**src/sv/lfu_pkg.sv**
```systemverilog
// ----------------------------------------------------------------------------
// lfu_pkg
// Shared constants, types and helpers for the LFU replacement core with
// LRU tie-break: geometry, operation codes, store entry and port structs.
// ----------------------------------------------------------------------------
package lfu_pkg;

    // cache geometry
    localparam int SETS    = 64;
    localparam int WAYS    = 16;
    localparam int BLOCKS  = SETS * WAYS;
    localparam int ADDR_W  = $clog2(BLOCKS);
    localparam int WAY_IW  = $clog2(WAYS);

    // item field widths
    localparam int OP_W    = 2;
    localparam int SET_W   = 6;
    localparam int WAY_W   = 4;
    localparam int COUNT_W = 32;
    localparam int STAMP_W = 64;

    // operation codes
    localparam logic [OP_W-1:0] OP_QUERY  = 2'd0;
    localparam logic [OP_W-1:0] OP_FILL   = 2'd1;
    localparam logic [OP_W-1:0] OP_UPDATE = 2'd2;

    localparam logic [COUNT_W-1:0] COUNT_MAX = '1;

    // one block of replacement state
    typedef struct packed {
        logic [COUNT_W-1:0] count;
        logic [STAMP_W-1:0] stamp;
    } entry_t;

    // store write port
    typedef struct packed {
        logic              en;
        logic [ADDR_W-1:0] addr;
        entry_t            data;
    } mem_wr_t;

    // compare unit feed control
    typedef struct packed {
        logic              valid;
        logic              first;
        logic [WAY_IW-1:0] way;
    } sel_feed_t;

    // flat block address of a (set, way) pair
    function automatic logic [ADDR_W-1:0] blk_addr(input logic [SET_W-1:0] set_idx,
                                                   input logic [WAY_IW-1:0] way_idx);
        logic [31:0] full;
        full = 32'(set_idx) * 32'(WAYS) + 32'(way_idx);
        return ADDR_W'(full);
    endfunction

endpackage

```
**src/sv/lfu_sel.sv**
```systemverilog
// ----------------------------------------------------------------------------
// lfu_sel
// Shared compare unit: folds one way per cycle into the running best,
// least count first, then oldest stamp, lowest way on a full tie.
// ----------------------------------------------------------------------------
module lfu_sel
(
    input  logic                        clk,
    input  lfu_pkg::sel_feed_t          feed,
    input  lfu_pkg::entry_t             cand,
    output logic [lfu_pkg::WAY_IW-1:0]  best_way
);

    logic [lfu_pkg::COUNT_W-1:0] best_count_reg;
    logic [lfu_pkg::STAMP_W-1:0] best_stamp_reg;
    logic [lfu_pkg::WAY_IW-1:0]  best_way_reg;
    logic                        take;

    // strictly better, or the first way of the scan
    assign take = feed.first
               || (cand.count < best_count_reg)
               || ((cand.count == best_count_reg) && (cand.stamp < best_stamp_reg));

    always_ff @(posedge clk)
    begin
        if (feed.valid && take)
        begin
            best_count_reg <= cand.count;
            best_stamp_reg <= cand.stamp;
            best_way_reg   <= feed.way;
        end
    end

    assign best_way = best_way_reg;

endmodule

```
**config.mk**
```make
export PLATFORM = sky130hd
export DESIGN_NAME = lfu_sel
export DESIGN_NICKNAME = d
export VERILOG_FILES = /design/src/sv/lfu_pkg.sv /design/src/sv/lfu_sel.sv
export SDC_FILE = /design/constraint.sdc
export NUM_CORES = 1
export LEC_CHECK = 0
export ABC_AREA = 1
export BUFFER_PORTS_ARGS = -buffer_cell sky130_fd_sc_hd__buf_2
export CAP_MARGIN = 20
export CORE_MARGIN = 3
export CORE_UTILIZATION = 56
export DETAILED_ROUTE_END_ITERATION = 12
export PLACE_DENSITY = 0.86
export RECOVER_POWER = 50
export SLEW_MARGIN = 20
export SYNTH_ARGS = -nofsm -noshare
export SYNTH_HDL_FRONTEND = slang
export SYNTH_SLANG_ARGS = --single-unit
```
**constraint.sdc**
```tcl
create_clock -name clk -period 7.4 [get_ports clk]
set_input_delay 0.37 -clock clk [delete_from_list [all_inputs] [get_ports clk]]
set_output_delay 0.37 -clock clk [all_outputs]
set_load 0.02 [all_outputs]
```
==> impl_results.md <==
- DP Wirelength: 8.222 mm
- CTS Buf Count: 9
- Number of synthesized register bits: 100
- TritonRoute pass-1 iters: 4
- Top_reg_cell synth: edfxtp_1
- FP Rows: 35
- Max FFs per register: 64
- Pins Over Slew Limit: 0
- Endpoint class of the critical path: flop
- Worst endpoint required time: 7.38 ns
- Via count: 3811
- Total Power: 1.202 mW
- Compound-Gate Fraction of Synth Area: 6.074%
- Fmax: 369.2 MHz
- CP Launch Type: flop
- CP Launch Point: best_stamp_reg[63]$_DFFE_PP_
- GP Congestion: 0.8341
- Mapped Avg Cell Area: 10.95 um^2
- Count leader, synth: inv_1
- Cell Pwr Density: 190.6 nW/um^2
- Worst skew pair latency: 0.35 ns
- IO Count: 107
- Final min period: 2.709 ns
- Slew HR: 53.50%
- Port Buf Inserts: 106
- Initial Util: 58.63%
- Clk sink count: 100
- Post-CTS Resized: 0
- WL/cell: 13.74 um
- DRT Wirelength: 10.39 mm
- Worst Path Max Fanout: 54
- Layout Nets: 821
- Hold Path Class: primary input to flop
- Simple-Gate Fraction of Synth Area: 10.18%
- Area delta synth->final: 14.19%
- EDFF count, synth: 100
- Max Cap Violations: 0
- Clk pin slew, worst setup/hold paths: 0.10 ns
- Cts hold-fix bufs: 0
- Clk root buf: clkbuf_8
- Synth unique cells: 20
- Worst hold path startpoint: feed[0]
- # H-tree levels: 3
- Endpoints failing hold: 0
- GRT Total Usage: 19.66%
- Worst endpoint data arrival time: 2.69 ns
- Most frequent cells after synthesis: inv_1, edfxtp_1, ha_1
- Pleak: 2.902 nW
- Overflow after GRT: 0
- Vias in the first global route: 4046
- Setup Buffers After CTS: 0
- Top-area cell type share of the netlist area: 54.40%
- DRT iter0 DRCs: 152
- Initial antenna violation count: 0
- Post-synthesis cell count: 504
- First-pass GRT wire length: 17.80 mm
- DRC: 0
- Main combinational cell family by area after synthesis: adder cells
- Crit Path Class: flop to flop
- Antenna diodes: 0
- Leading area contributor after synthesis: edfxtp_1
- Die area: 11080 um^2
- Area contributors post-synth: edfxtp_1, ha_1, inv_1, nand2_1, a21oi_1
- Die height: 105.3 um
- CTS tree: built
- Synth Area in XOR/XNOR: 0%
- Bufs on Longest Clock Path: 2
- Outcome: completed
- Async set or reset register ratio after synthesis: 0%
- Mux contribution to synthesized area: 0%
- Die width: 105.3 um
- Antenna Violating Nets Remaining: 0
- Largest net degree at the start of global routing: 55
- R2r startpoint: best_stamp_reg[63]$_DFFE_PP_
- Post-synthesis adder-cell area fraction: 21.53%
- Synthesized cell area: 5520 um^2
- RSZ-0062 raised after global routing: false
- Tcrit/Tclk final: 36.61%
- Worst R2R Setup Slack: 4.69 ns
- Measured slew at the worst slew-check pin: 0.6975 ns
- Setup TNS: 0 ns
- Via density: 5.041
- Layout cells sized above 1: 5.742%
- Syn_nets: 702
- Seq/Total Area, Yosys: 54.40%
- Core ar.: 9415 um^2
- Worst Skew: 0.01137 ns
- Endpoints failing setup: 0
- Synth Warn #: 0
- Worst VDD drop: 0.1209 mV
[cells by family after synthesis]
group	count (synthesis)
AO/OA/AOI/OAI	64
adder cells (fa/ha/maj)	95
buffers and inverters	115
flip-flops	100
AND/OR/NAND/NOR	130
[cell usage in the layout, fill, tap and decap left out, types with 2 or more instances in the layout]
cell          n
nand2_1      74
buf_2        14
clkinv_1      3
ha_1         95
nor2_2        3
o21ai_0      12
nor2_1       25
o211ai_1      3
nand3_1      14
a31oi_1       2
edfxtp_1    100
nand3_2       2
a21oi_1      44
clkbuf_1     91
inv_1       115
nand4_1       4
buf_4         2
nor3_1        4
clkinvlp_4    2
clkbuf_8      9
[per-layer routing]
layer  GRT usage [%]  vias up  part of all wire, %
li1                -     1944                    -
met1           24.94     1751                   45
met2           33.47       96                   48
met3           3.307       20                  4.3
met4           7.966        0                  2.6
met5               0        -                    0
[stage by stage]
step / util, % / worst slack, ns / area (um^2) / hold WS [ns] / cells
after floorplan: - / 0.7011 / 5520 / 0.4689 / 504
after global placement: 66.26 / 4.662 / 6238 / 0.5478 / 741
after detailed placement: 66.26 / 4.585 / 6238 / 0.5487 / 741
after CTS: 68.17 / 4.670 / 6419 / 0.1709 / 756
after global routing: 66.95 / 4.459 / 6304 / 0.1737 / 756
final: 66.95 / 4.691 / 6304 / 0.1873 / 756
[cell type report]
cell class | instances | area (um^2)
Clock buffer | 9 | 123.9
Clock inverter | 6 | 56.30
Fill cell | 763 | 3112
Inverter | 115 | 431.7
Multi-Input combinational cell | 289 | 2097
Sequential cell | 100 | 3003
Tap cell | 129 | 161.4
Timing Repair Buffer | 108 | 430.4
[final timing paths]
check	endpoint	depth (start not counted)
setup reg to reg	best_count_reg[24]$_DFFE_PP_	12
setup / recovery	best_count_reg[24]$_DFFE_PP_	12
hold / removal	best_way[0]$_DFFE_PP_	1
hold reg to reg	best_stamp_reg[10]$_DFFE_PP_	10
[report_power, final]
group / switching, mW / internal [mW]
clock network: 0.181 / 0.151
logic: 0.116 / 0.0730
registers: 0.00962 / 0.671
[critical path, cell delays in order, from the launching register on]
cell and delay [ns]:
edfxtp_1 0.39, inv_1 0.07, ha_1 0.23, nand2_1 0.07, nand3_1 0.06, nor3_1 0.17
o211ai_1 0.15, nor2_2 0.13, nand3_1 0.08, nor2_1 0.15, nand2_1 0.11, a21oi_4 0.13
buf_4 0.56
Power figures use the tool's default switching activity.
